[config.mk]
export PLATFORM = sky130hd
export DESIGN_NAME = fifo_wait_mutex
export DESIGN_NICKNAME = d
export VERILOG_FILES = /design/src/rtl/fwm_pkg.sv /design/src/rtl/fwm_ram.sv /design/src/rtl/fwm_ctrl.sv /design/src/rtl/fwm_dp.sv /design/src/rtl/fifo_wait_mutex.sv
export VERILOG_INCLUDE_DIRS = /design/src /design/src/rtl
export SDC_FILE = /design/constraint.sdc
export NUM_CORES = 1
export LEC_CHECK = 0
export ABC_AREA = 1
export BUFFER_PORTS_ARGS = -buffer_cell sky130_fd_sc_hd__buf_2
export CAP_MARGIN = 5
export CORE_MARGIN = 4
export CORE_UTILIZATION = 57
export DETAILED_ROUTE_END_ITERATION = 8
export PLACE_DENSITY_LB_ADDON = 0.05
export SLEW_MARGIN = 5
export SYNTH_ARGS = -nofsm -noshare
export SYNTH_HDL_FRONTEND = slang
export SYNTH_HIERARCHICAL = 1
export SYNTH_SLANG_ARGS = --single-unit
[constraint.sdc]
create_clock -name i_clk -period 3.7 [get_ports i_clk]
set_input_delay 0.37 -clock i_clk [delete_from_list [all_inputs] [get_ports i_clk]]
set_output_delay 0.37 -clock i_clk [all_outputs]
set_load 0.005 [all_outputs]
[src/rtl/fifo_wait_mutex_assert.svh]
// ----------------------------------------------------------------------------
// fifo_wait_mutex_assert.svh
// Assertion macros shared by the mutex block. Clock is i_clk, reset i_rst_n.
// ----------------------------------------------------------------------------
`ifndef FIFO_WAIT_MUTEX_ASSERT_SVH
`define FIFO_WAIT_MUTEX_ASSERT_SVH

// Same-cycle implication, checked out of reset
`define FWM_ASSERT_IMP(label, ante, cons) \
    label: assert property (@(posedge i_clk) disable iff (!i_rst_n) \
        (ante) |-> (cons)) else $error("mutex assertion failed");

// Next-cycle implication, checked out of reset
`define FWM_ASSERT_NEXT(label, ante, cons) \
    label: assert property (@(posedge i_clk) disable iff (!i_rst_n) \
        (ante) |=> (cons)) else $error("mutex assertion failed");

`endif

[src/rtl/fwm_pkg.sv]
// ----------------------------------------------------------------------------
// fwm_pkg
// Types and codes shared by the mutex controller, datapath and top level.
// ----------------------------------------------------------------------------
package fwm_pkg;

    localparam int TASK_W = 6;
    localparam int OP_W   = 2;
    localparam int ST_W   = 3;

    // Operation codes
    typedef enum logic [OP_W-1:0] {
        OP_LOCK    = 2'd0,
        OP_TRYLOCK = 2'd1,
        OP_UNLOCK  = 2'd2,
        OP_DESTROY = 2'd3
    } t_op;

    // Result status codes
    typedef enum logic [ST_W-1:0] {
        ST_OK       = 3'd0,
        ST_QUEUED   = 3'd1,
        ST_DEADLOCK = 3'd2,
        ST_BUSY     = 3'd3,
        ST_NOTOWNER = 3'd4,
        ST_FULL     = 3'd5
    } t_status;

    // Controller states
    typedef enum logic [1:0] {
        S_IDLE = 2'd0,
        S_EXEC = 2'd1,
        S_WAKE = 2'd2
    } t_state;

    // Controller -> datapath
    typedef struct packed {
        logic busy;         // input channel stalled
        logic load_in;      // capture the accepted item
        logic commit;       // finish a non-wake operation
        logic rd_head;      // read the queue head entry
        logic wake_commit;  // hand the mutex to the queue head
    } t_ctrl_cmd;

    // Datapath -> controller
    typedef struct packed {
        logic is_wake;      // unlock by owner with waiters queued
        logic out_free;     // output register can take a result
    } t_ctrl_stat;

endpackage

[src/rtl/fwm_ram.sv]
// ----------------------------------------------------------------------------
// fwm_ram
// Generic single-write, single-read RAM with registered read data.
// ----------------------------------------------------------------------------
module fwm_ram #(
    parameter int DATA_W = 6,
    parameter int DEPTH  = 64
) (
    input  logic                     i_clk,
    input  logic                     i_wr_en,
    input  logic [$clog2(DEPTH)-1:0] i_wr_addr,
    input  logic [DATA_W-1:0]        i_wr_data,
    input  logic                     i_rd_en,
    input  logic [$clog2(DEPTH)-1:0] i_rd_addr,
    output logic [DATA_W-1:0]        o_rd_data
);

    logic [DATA_W-1:0] r_mem [DEPTH];
    logic [DATA_W-1:0] r_rd_data;

    // Write port
    always_ff @(posedge i_clk) begin
        if (i_wr_en) begin
            r_mem[i_wr_addr] <= i_wr_data;
        end
    end

    // Registered read, holds when not enabled
    always_ff @(posedge i_clk) begin
        if (i_rd_en) begin
            r_rd_data <= r_mem[i_rd_addr];
        end
    end

    assign o_rd_data = r_rd_data;

endmodule

[src/rtl/fwm_ctrl.sv]
// ----------------------------------------------------------------------------
// fwm_ctrl
// Sequencer for the mutex: accept, execute, optional queue-head wake.
// ----------------------------------------------------------------------------
module fwm_ctrl
    import fwm_pkg::*;
(
    input  logic       i_clk,
    input  logic       i_rst_n,
    input  logic       i_valid,
    input  t_ctrl_stat i_stat,
    output t_ctrl_cmd  o_cmd
);

    t_state r_state;
    t_state n_state;

    // State register
    always_ff @(posedge i_clk) begin
        if (!i_rst_n) begin
            r_state <= S_IDLE;
        end else begin
            r_state <= n_state;
        end
    end

    // Next state and commands
    always_comb begin
        n_state = r_state;
        o_cmd   = '0;
        case (r_state)
            S_IDLE: begin
                if (i_valid) begin
                    o_cmd.load_in = 1'b1;
                    n_state       = S_EXEC;
                end
            end
            S_EXEC: begin
                o_cmd.busy = 1'b1;
                if (i_stat.is_wake) begin
                    // head entry needs a RAM read first
                    o_cmd.rd_head = 1'b1;
                    n_state       = S_WAKE;
                end else if (i_stat.out_free) begin
                    o_cmd.commit = 1'b1;
                    n_state      = S_IDLE;
                end
            end
            S_WAKE: begin
                o_cmd.busy = 1'b1;
                if (i_stat.out_free) begin
                    o_cmd.wake_commit = 1'b1;
                    n_state           = S_IDLE;
                end
            end
            default: begin
                n_state = S_IDLE;
            end
        endcase
    end

endmodule

[src/rtl/fwm_dp.sv]
// ----------------------------------------------------------------------------
// fwm_dp
// Mutex datapath: owner state, wait queue pointers, queue RAM, result register.
// ----------------------------------------------------------------------------
module fwm_dp
    import fwm_pkg::*;
#(
    parameter int MAX_TASKS = 64
) (
    input  logic              i_clk,
    input  logic              i_rst_n,
    input  t_ctrl_cmd         i_cmd,
    input  logic [OP_W-1:0]   i_operation,
    input  logic [TASK_W-1:0] i_task_id,
    input  logic              i_stall,
    output t_ctrl_stat        o_stat,
    output logic              o_valid,
    output logic [ST_W-1:0]   o_status,
    output logic              o_woken_valid,
    output logic [TASK_W-1:0] o_woken_task,
    output logic              o_owner_valid,
    output logic [TASK_W-1:0] o_owner_task
);

    localparam int AW = $clog2(MAX_TASKS);
    localparam int CW = $clog2(MAX_TASKS + 1);
    localparam logic [AW-1:0] LAST_IDX = AW'(MAX_TASKS - 1);
    localparam logic [CW-1:0] FULL_CNT = CW'(MAX_TASKS);

    // Captured item
    t_op               r_op;
    logic [TASK_W-1:0] r_task;

    // Mutex and queue state
    logic              r_held,   n_held;
    logic [TASK_W-1:0] r_holder, n_holder;
    logic [AW-1:0]     r_head,   n_head;
    logic [AW-1:0]     r_tail,   n_tail;
    logic [CW-1:0]     r_count,  n_count;

    // Result register
    logic              r_out_valid, n_out_valid;
    t_status           r_status;
    logic              r_woken_valid;
    logic [TASK_W-1:0] r_woken_task;
    logic              r_owner_valid;
    logic [TASK_W-1:0] r_owner_task;

    logic              holder_match;
    logic              q_empty;
    logic              q_full;
    logic              push;
    t_status           c_status;
    logic              c_held;
    logic [TASK_W-1:0] c_holder;
    logic [TASK_W-1:0] head_data;

    function automatic logic [AW-1:0] ring_next(input logic [AW-1:0] idx);
        ring_next = (idx == LAST_IDX) ? '0 : idx + AW'(1);
    endfunction

    assign holder_match = r_held && (r_holder == r_task);
    assign q_empty      = (r_count == '0);
    assign q_full       = (r_count == FULL_CNT);

    assign o_stat.is_wake  = (r_op == OP_UNLOCK) && holder_match && !q_empty;
    assign o_stat.out_free = !r_out_valid || !i_stall;

    // Decision for every operation except the wake
    always_comb begin
        c_status = ST_OK;
        c_held   = r_held;
        c_holder = r_holder;
        push     = 1'b0;
        case (r_op)
            OP_LOCK: begin
                if (holder_match) begin
                    c_status = ST_DEADLOCK;
                end else if (r_held && q_full) begin
                    c_status = ST_FULL;
                end else if (r_held) begin
                    c_status = ST_QUEUED;
                    push     = 1'b1;
                end else begin
                    c_held   = 1'b1;
                    c_holder = r_task;
                end
            end
            OP_TRYLOCK: begin
                if (r_held) begin
                    c_status = ST_BUSY;
                end else begin
                    c_held   = 1'b1;
                    c_holder = r_task;
                end
            end
            OP_UNLOCK: begin
                if (!holder_match) begin
                    c_status = ST_NOTOWNER;
                end else begin
                    // queue empty here: wake goes the other way
                    c_held   = 1'b0;
                    c_holder = '0;
                end
            end
            default: begin
                if (r_held) begin
                    c_status = ST_BUSY;
                end
            end
        endcase
    end

    // Next state
    always_comb begin
        n_held      = r_held;
        n_holder    = r_holder;
        n_head      = r_head;
        n_tail      = r_tail;
        n_count     = r_count;
        n_out_valid = r_out_valid && i_stall;
        if (i_cmd.commit) begin
            n_held      = c_held;
            n_holder    = c_holder;
            n_out_valid = 1'b1;
            if (push) begin
                n_tail  = ring_next(r_tail);
                n_count = r_count + CW'(1);
            end
        end else if (i_cmd.wake_commit) begin
            n_holder    = head_data;
            n_head      = ring_next(r_head);
            n_count     = r_count - CW'(1);
            n_out_valid = 1'b1;
        end
    end

    // Control state
    always_ff @(posedge i_clk) begin
        if (!i_rst_n) begin
            r_held      <= 1'b0;
            r_holder    <= '0;
            r_head      <= '0;
            r_tail      <= '0;
            r_count     <= '0;
            r_out_valid <= 1'b0;
        end else begin
            r_held      <= n_held;
            r_holder    <= n_holder;
            r_head      <= n_head;
            r_tail      <= n_tail;
            r_count     <= n_count;
            r_out_valid <= n_out_valid;
        end
    end

    // Item capture and result payload
    always_ff @(posedge i_clk) begin
        if (i_cmd.load_in) begin
            r_op   <= t_op'(i_operation);
            r_task <= i_task_id;
        end
        if (i_cmd.commit) begin
            r_status      <= c_status;
            r_woken_valid <= 1'b0;
            r_woken_task  <= '0;
            r_owner_valid <= c_held;
            r_owner_task  <= c_held ? c_holder : '0;
        end else if (i_cmd.wake_commit) begin
            r_status      <= ST_OK;
            r_woken_valid <= 1'b1;
            r_woken_task  <= head_data;
            r_owner_valid <= 1'b1;
            r_owner_task  <= head_data;
        end
    end

    // Wait queue storage
    fwm_ram #(
        .DATA_W (TASK_W),
        .DEPTH  (MAX_TASKS)
    ) u_queue (
        .i_clk     (i_clk),
        .i_wr_en   (i_cmd.commit && push),
        .i_wr_addr (r_tail),
        .i_wr_data (r_task),
        .i_rd_en   (i_cmd.rd_head),
        .i_rd_addr (r_head),
        .o_rd_data (head_data)
    );

    assign o_valid       = r_out_valid;
    assign o_status      = r_status;
    assign o_woken_valid = r_woken_valid;
    assign o_woken_task  = r_woken_task;
    assign o_owner_valid = r_owner_valid;
    assign o_owner_task  = r_owner_task;

endmodule

[src/rtl/fifo_wait_mutex.sv]
// Flow: an accepted item is captured, then decided in execute and committed to the
// output register; an unlock that wakes a waiter first does a registered read of the
// queue RAM, then commits in the wake state. One item in flight at a time; a stalled
// result holds the item in execute or wake until the output frees up.
// Reset: synchronous, active low; frees the mutex and empties the queue at once.
// ----------------------------------------------------------------------------
// fifo_wait_mutex
// Hardware mutex with a FIFO queue of waiting tasks: lock, trylock, unlock
// and destroy check, one status result per operation.
// ----------------------------------------------------------------------------
`include "fifo_wait_mutex_assert.svh"

module fifo_wait_mutex
    import fwm_pkg::*;
#(
    parameter int MAX_TASKS = 64
) (
    input  logic              i_clk,
    input  logic              i_rst_n,
    input  logic              i_valid,
    output logic              o_stall,
    input  logic [OP_W-1:0]   i_operation,
    input  logic [TASK_W-1:0] i_task_id,
    output logic              o_valid,
    input  logic              i_stall,
    output logic [ST_W-1:0]   o_status,
    output logic              o_woken_valid,
    output logic [TASK_W-1:0] o_woken_task,
    output logic              o_owner_valid,
    output logic [TASK_W-1:0] o_owner_task
);

    t_ctrl_cmd  cmd;
    t_ctrl_stat stat;
    logic       owner_is_woken;

    // Sequencer
    fwm_ctrl u_ctrl (
        .i_clk   (i_clk),
        .i_rst_n (i_rst_n),
        .i_valid (i_valid),
        .i_stat  (stat),
        .o_cmd   (cmd)
    );

    // Mutex state and queue
    fwm_dp #(
        .MAX_TASKS (MAX_TASKS)
    ) u_dp (
        .i_clk         (i_clk),
        .i_rst_n       (i_rst_n),
        .i_cmd         (cmd),
        .i_operation   (i_operation),
        .i_task_id     (i_task_id),
        .i_stall       (i_stall),
        .o_stat        (stat),
        .o_valid       (o_valid),
        .o_status      (o_status),
        .o_woken_valid (o_woken_valid),
        .o_woken_task  (o_woken_task),
        .o_owner_valid (o_owner_valid),
        .o_owner_task  (o_owner_task)
    );

    assign o_stall = cmd.busy;

    // Woken task became the owner
    assign owner_is_woken = o_owner_valid && (o_owner_task == o_woken_task);

    // Checks
    `FWM_ASSERT_NEXT(a_busy_after_accept, i_valid && !o_stall, o_stall)
    `FWM_ASSERT_IMP(a_wake_sets_owner, o_valid && o_woken_valid, owner_is_woken)
    `FWM_ASSERT_IMP(a_queued_needs_owner, o_valid && (o_status == ST_QUEUED), o_owner_valid)
    `FWM_ASSERT_IMP(a_free_owner_zero, o_valid && !o_owner_valid, o_owner_task == '0)

endmodule
==> out/qor.yml, run 1 <==
yosys:
  synth_top_area_share_pct: 65.38
  synth_nets: 1751
  synth_area_leaders: "edfxtp_1 (65%), nand2_1 (12%), nand3_1 (9.4%)"
  synth.avg_cell_area_um2: 10.85
  synth.distinct_cells: 38
  synth_top_area_cell: "edfxtp_1"
  yosys_warnings: 6
  synth_area_mm2: 0.01874
  seq_area_frac_synth_pct: 69.23
  ys_ff_latch: 444
  syn_inst: 1727
die:
  initial_core_util_pct: 57.74
  core-area_mm2: 0.03245
  dieArea_mm2: 0.03584
  die_height_um: 189.3
  die_w_um: 189.3
  io_pins: 31
  row_count: 66
routing:
  drc: 0
  ant_nets: 0
  wl_per_cell_um: 20.40
  drt-initial-drc-count: 1369
  post_drt_via_cell_ratio: 5.705
  vias: 12693
  drt_wl_total_um: 45380
  drt_first_pass_iters: 5
pwr:
  combinationalPowerShare_pct: 2.7
  internal_power_mw: 8.117
  p_leak_nw: 7.536
  power_density_mw_per_mm2: 487.1
  seq_power_share_pct: 54.4
  p_switching_mw: 2.051
  swShare_pct: 20.17
  clock_power_share_pct: 42.9
  ir_worst_vdd_mv: 0.3926
  fin_total_pwr_mw: 10.17
place:
  dpl.hpwl_um: 26760
  globalplace.congestion: 0.8738
  post_dp_cell_area_mm2: 0.01942
  port_buffers: 30
timing:
  slew_headroom_pct: 37.33
  report.final.slew_viol_count: 0
  timing.final.crit_share_pct: 83.11
  max_freq_mhz: 325.2
  finalSetupViolations: 0
  tightest_slew_ns: 0.9390
  rsz0062_at_grt: "no"
  hold_viol: 0
  whs_ns: 0.01844
  fin_crit_ns: 3.075
  clock_skew_ns: 0.02278
cts:
  cts_buffer_depth: 3
  htreeDepth: 2
  clock_latency_ns: 0.55
  path_clk_slew_ns: 0.06
  cts_setup_buffers: 0
  cts_tree: "done"
  numCtsBuffers: 45
  cts_root_buf: "clkbuf_16"
  clock-sinks: 444
setup_path:
  crit_arrival_ns: 3.25
  timing.rr.start: "u_dp/r_task[1]"
  crit_path_end_kind: "register"
  rr_worst_depth: 14
  critPathSlowestCell: "nor2_1"
  cp_slowest_stage_delay_ns: 0.47
  start_kind: "register"
  ff2ff_setup_slack_ns: 0.62
  cp_cell_sequence: "nand2_1 > nand2_1 > nand2_2 > nor2_4 > nand4_4 > a21oi_2 > inv_1 > nand2_2 > nor2_4 > nand4_4 > inv_4 > nand4_1 > buf_4 > nor2_1"
  critPathKind: "register to register"
  cp_max_fo: 15
  r2r-end: "u_dp/u_queue/r_mem[40][5]"
  cp.required_ns: 3.88
global_routing:
  first_global_vias: 12198
  grtUsageTotal_pct: 25.51
  antenna_found_initial: 0
  grt-ovfl-total: 0
  grt_pass1_wl_um: 70940
  grt_max_degree: 196
layout:
  multi_input_comb_area_mm2: 0.005243
  fillerInstances: 2554
  finish.instance_area_mm2: 0.02087
  nets: 1770
  final_common_cell: "nand2_1"
  regArea_mm2: 0.01298
  syn_to_final_growth_pct: 11.39
  layout-drive-gt1-share_pct: 9.142
  final_cell_mix: "nand2_1 (584), edfxtp_1 (408), nand3_1 (351)"
  diodes: 0
hold_path:
  hold-path-endpoint: "u_dp/r_op[1]"
  whs_path_depth: 1
  hold_path.class: "input pin to register"
  hp-start: "i_operation[1]"
run:
  maxCapViolCount: 0
outcome:
  status: "completed"
-- flip-flops by register name (all words and copies together) (netlist names) --
register / cells
u_dp/r_holder: 6
u_ctrl/r_state: 2
u_dp/o_woken_valid: 1
u_dp/r_tail: 6
u_dp/u_queue/r_mem: 384
u_dp/o_valid: 1
u_dp/o_owner_valid: 1
u_dp/r_op: 2
u_dp/o_status: 3
u_dp/r_task: 6
u_dp/o_owner_task: 6
u_dp/o_woken_task: 6
u_dp/r_head: 6
u_dp/r_held: 1
u_dp/r_count: 7
u_dp/u_queue/o_rd_data: 6
-- cells by family (layout without fill, tap and decap cells) --
group,Yosys count,count (layout),share of synthesized area (%)
flops,444,444,69.23
simple gates,1066,1066,24.40
buf+inv,145,201,3.599
compound gates,49,49,1.422
xor+xnor,11,11,0.5141
fa+ha+maj,12,12,0.8413
-- through the flow --
| stage | instances | worst slack (ns) | setup TNS, ns | util [%] |
|---|---|---|---|---|
| after floorplan | 1727 | -0.1609 | -6.824 | - |
| after global placement | 2139 | 0.7979 | 0 | 59.83 |
| after detailed placement | 2139 | 0.6732 | 0 | 59.83 |
| after CTS | 2225 | 0.6538 | 0 | 64.32 |
| after global routing | 2225 | 0.3889 | 0 | 64.32 |
| final | 2225 | 0.6249 | 0 | 64.32 |
-- routing by layer --
| metal | vias up | GRT usage [%] | wire length [µm] |
|---|---|---|---|
| met4 | 0 | 7.095 | 1032 |
| met5 | - | 0 | 0 |
| met2 | 509 | 40.31 | 21080 |
| met3 | 81 | 4.480 | 3563 |
| met1 | 6071 | 37.15 | 19710 |
| li1 | 6032 | - | - |
-- cell type report --
cell class,count,area share (%)
well taps,442,2.649
multi-input cells,1138,25.12
clock inverters,26,0.8512
clock buffers,58,6.036
flip-flops and latches,444,62.19
inverters,55,1.025
repair buffers,62,2.134
-- critical path: cells and delay by family (launching register included) --
| kind | cells | cell delay, ns |
|---|---|---|
| simple gates | 10 | 1.65 |
| compound gates | 1 | 0.06 |
| flops | 1 | 0.42 |
| buf+inv | 3 | 0.54 |
-- repair_timing --
action,CTS,global route
hold endpoints to repair,2,0
gates resized for setup,0,0
hold buffers,2,0
-- synthesized netlist by cell type --
master / n
a21o_1: 1
a21oi_1: 23
a21oi_2: 2
a31oi_1: 2
buf_1: 9
buf_2: 45
buf_4: 17
buf_6: 1
clkbuf_1: 18
dfxtp_1: 36
edfxtp_1: 408
fa_1: 1
ha_1: 11
inv_1: 47
inv_2: 7
inv_4: 1
nand2_1: 586
nand2_2: 1
nand2_4: 1
nand3_1: 351
nand4_1: 13
nand4_2: 1
nand4_4: 1
nor2_1: 91
nor2_2: 6
nor2_4: 1
nor3_1: 2
nor3b_1: 1
nor3b_2: 1
nor4_1: 8
o211ai_1: 1
o21a_1: 2
o21ai_0: 11
o21ai_1: 6
o22ai_1: 1
or2_2: 2
xnor2_1: 5
xor2_1: 6
-- power by group through the flow --
stage | Combinational (mW) | Sequential [mW] | Clock, mW
global route | 0.300 | 5.53 | 4.70
detailed placement | 0.273 | 5.64 | 0
CTS | 0.276 | 5.53 | 4.44
global placement | 0.273 | 5.63 | 0
finish | 0.272 | 5.53 | 4.36
floorplan | 0.110 | 5.68 | 0
-- how the worst max path moves through the flow --
stage / end / depth (start not counted) / startpoint
floorplan: u_dp/u_queue/r_mem[48][0] / 15 / u_dp/r_task[1]
global placement: u_dp/u_queue/r_mem[58][2] / 13 / u_dp/r_task[3]
detailed placement: u_dp/u_queue/r_mem[24][1] / 14 / u_dp/r_task[1]
CTS: u_dp/u_queue/r_mem[40][3] / 14 / u_dp/r_task[1]
global route: u_dp/u_queue/r_mem[56][5] / 14 / u_dp/r_task[1]
finish: u_dp/u_queue/r_mem[40][5] / 14 / u_dp/r_task[1]
Note: power is estimated with default switching activity, not from simulation.
==> run 2, diff against run 1 <==
==> constraint.sdc (replaced) <==
create_clock -name i_clk -period 2.7 [get_ports i_clk]
set_input_delay 0.27 -clock i_clk [delete_from_list [all_inputs] [get_ports i_clk]]
set_output_delay 0.27 -clock i_clk [all_outputs]
set_load 0.005 [all_outputs]
==> out/qor.yml, run 2 (synthesis results as in run 1) <==
run:
  maxCapViolCount: 0  # unchanged
place:
  port_buffers: 30  # unchanged
  dpl.hpwl_um: 26710  # -0.16%
  post_dp_cell_area_mm2: 0.02000  # +3.0%
  globalplace.congestion: 0.8729  # -0.10%
global_routing:
  grt_pass1_wl_um: 70120  # -1.2%
  grt-ovfl-total: 0  # unchanged
  grt_use_met1_pct: 37.32  # +0.17 points
  antenna_found_initial: 0  # unchanged
  use_met2_pct: 39.58  # -0.73 points
  busiest_layer: "met2"
  use_met3_pct: 3.964  # -0.52 points
  grt_max_degree: 158  # -19%
  first_global_vias: 12277  # +0.65%
  grtUsageTotal_pct: 25.34  # -0.17 points
layout:
  top_register: "u_dp/u_queue/r_mem"
  regArea_mm2: 0.01298  # unchanged
  diodes: 0  # unchanged
  layout-drive-gt1-share_pct: 14.29  # +5.1 points
  final_cell_mix: "nand2_1 (584), edfxtp_1 (408), nand3_1 (350)"
  fillerInstances: 2532  # -0.86%
  finish.instance_area_mm2: 0.02175  # +4.2%
  syn_to_final_growth_pct: 16.09
  reg_top3: "u_dp/u_queue/r_mem x384, u_dp/r_count x7"
  multi_input_comb_area_mm2: 0.005707  # +8.9%
  largest_reg_flops: 384  # unchanged
  nets: 1800  # +1.7%
  final_common_cell: "nand2_1"
die:
  row_count: 66  # unchanged
  die_height_um: 189.3  # unchanged
  io_pins: 31  # unchanged
  die_w_um: 189.3  # unchanged
  dieArea_mm2: 0.03584  # unchanged
  initial_core_util_pct: 57.74  # unchanged
  core-area_mm2: 0.03245  # unchanged
setup_path:
  start_kind: "register"
  cp_max_fo: 8  # -7
  critPathKind: "register to register"
  cp.required_ns: 2.90  # -0.98 ns
  crit_path_end_kind: "register"
  critPathSlowestCell: "edfxtp_1"
  cp_cell_sequence: "nand2_1 > nand2_1 > nand2_2 > nor2_4 > nand4_4 > a21oi_2 > inv_1 > nand2_2 > nor2_4 > nand4_4 > inv_4 > nand4_1 > buf_4 > nor4_4"
  cp_slowest_stage_delay_ns: 0.43  # -0.04 ns
  crit_arrival_ns: 2.68  # -0.57 ns
  startpoint: "u_dp/r_task[1]"
  timing.rr.start: "u_dp/r_task[1]"
timing:
  hold_viol: 0  # unchanged
  clock_skew_ns: 0.01639  # -0.006383 ns
  fin_tns_setup_ns: 0  # unchanged
  report.final.slew_viol_count: 0  # unchanged
  finalSetupViolations: 0  # unchanged
  timing.final.crit_share_pct: 91.85  # +8.7 points
  slew_headroom_pct: 42.35  # +5.0 points
  max_freq_mhz: 403.2  # +24%
  whs_ns: 0.02756  # +0.009112 ns
  tightest_slew_ns: 0.8647  # -0.07426 ns
  fin_crit_ns: 2.480  # -0.5953 ns
cts:
  clock-sinks: 444  # unchanged
  htreeDepth: 2  # unchanged
  cts_buffer_depth: 3  # unchanged
  cts_tree: "done"
  numCtsBuffers: 46  # +2.2%
  cts_root_buf: "clkbuf_16"
  path_clk_slew_ns: 0.06  # about the same
  clock_latency_ns: 0.55  # about the same
pwr:
  fin_total_pwr_mw: 14.42  # +42%
  p_leak_nw: 7.789  # +3.4%
  power_density_mw_per_mm2: 662.7  # +36%
  ir_worst_vdd_mv: 0.5357  # +36%
routing:
  vias: 12898  # +1.6%
  drt_first_pass_iters: 5  # unchanged
  post_drt_via_cell_ratio: 5.720  # +0.26%
  ant_nets: 0  # unchanged
  drc: 0  # unchanged
  drt-initial-drc-count: 1263  # -7.7%
  drt_wl_total_um: 45030  # -0.78%
  wl_per_cell_um: 19.97  # -2.1%
hold_path:
  hold_path.class: "input pin to register"
  hp-start: "i_valid"
outcome:
  status: "completed"
[run 2: changes by cell type in the layout (fill, tap and decap cells not counted), moves of 4 or more]
cell	change
nor2_1	-57
nor2_4	+56
buf_4	+18
dlygate4sd3_1	+6
clkinv_2	+5
bufinv_16	+4
clkbuf_1	-4
clkinv_1	-4
[run 2: critical path: cells and delay by family (launching register included)]
kind / cells / cell delay (ns)
buffers and inverters: 3 / 0.39
and+or+nand+nor: 10 / 1.25
AOI/OAI and AO/OA: 1 / 0.05
DFF: 1 / 0.43
[run 2: final timing paths]
path	to	slack, ns	cells after the start
min reg2reg	u_dp/o_woken_task[3]	0.44	2
min	u_ctrl/r_state[1]	0.03	4
max	u_dp/u_queue/r_mem[49][4]	0.22	14
max reg2reg	u_dp/u_queue/r_mem[49][4]	0.22	14
[run 2: per-layer routing]
layer,up-vias,part of all wire (%)
met5,-,0
met4,0,2.8
met1,6277,45
met3,81,6.3
met2,443,46
li1,6097,-
[run 2: layout make-up]
cell class                 count  share of cell area, %
timing repair buffer          91                  3.324
multi-input combinational   1138                  26.23
sequential                   444                  59.67
tap                          442                  2.542
inverter                      55                  1.006
clock inverter                28                  1.311
clock buffer                  57                  5.912
[run 2: stage by stage]
stage / worst slack [ns] / instances / utilization, %
2_1_floorplan: -1.161 / 1727 / -
3_3_place_gp: 0.2164 / 2154 / 61.62
3_5_place_dp: 0.1527 / 2154 / 61.62
4_1_cts: 0.1345 / 2247 / 66.71
5_1_grt: -0.04351 / 2255 / 67.03
6_report: 0.2201 / 2255 / 67.03
[run 2: what timing repair did]
action / CTS / global route
gates resized for setup: 0 / 10
hold endpoints to repair: 8 / 0
setup endpoints to repair: 0 / 280
buffers inserted: 0 / 8
hold buffers: 8 / 0
[run 2: report_power, final]
part	total, mW	internal, mW	switching (mW)	leakage [nW]
clock network	6.45	3.95	2.50	0.786
logic	0.389	0.101	0.288	3.03
registers	7.58	7.56	0.0204	3.97
total	14.4	11.6	2.81	7.79
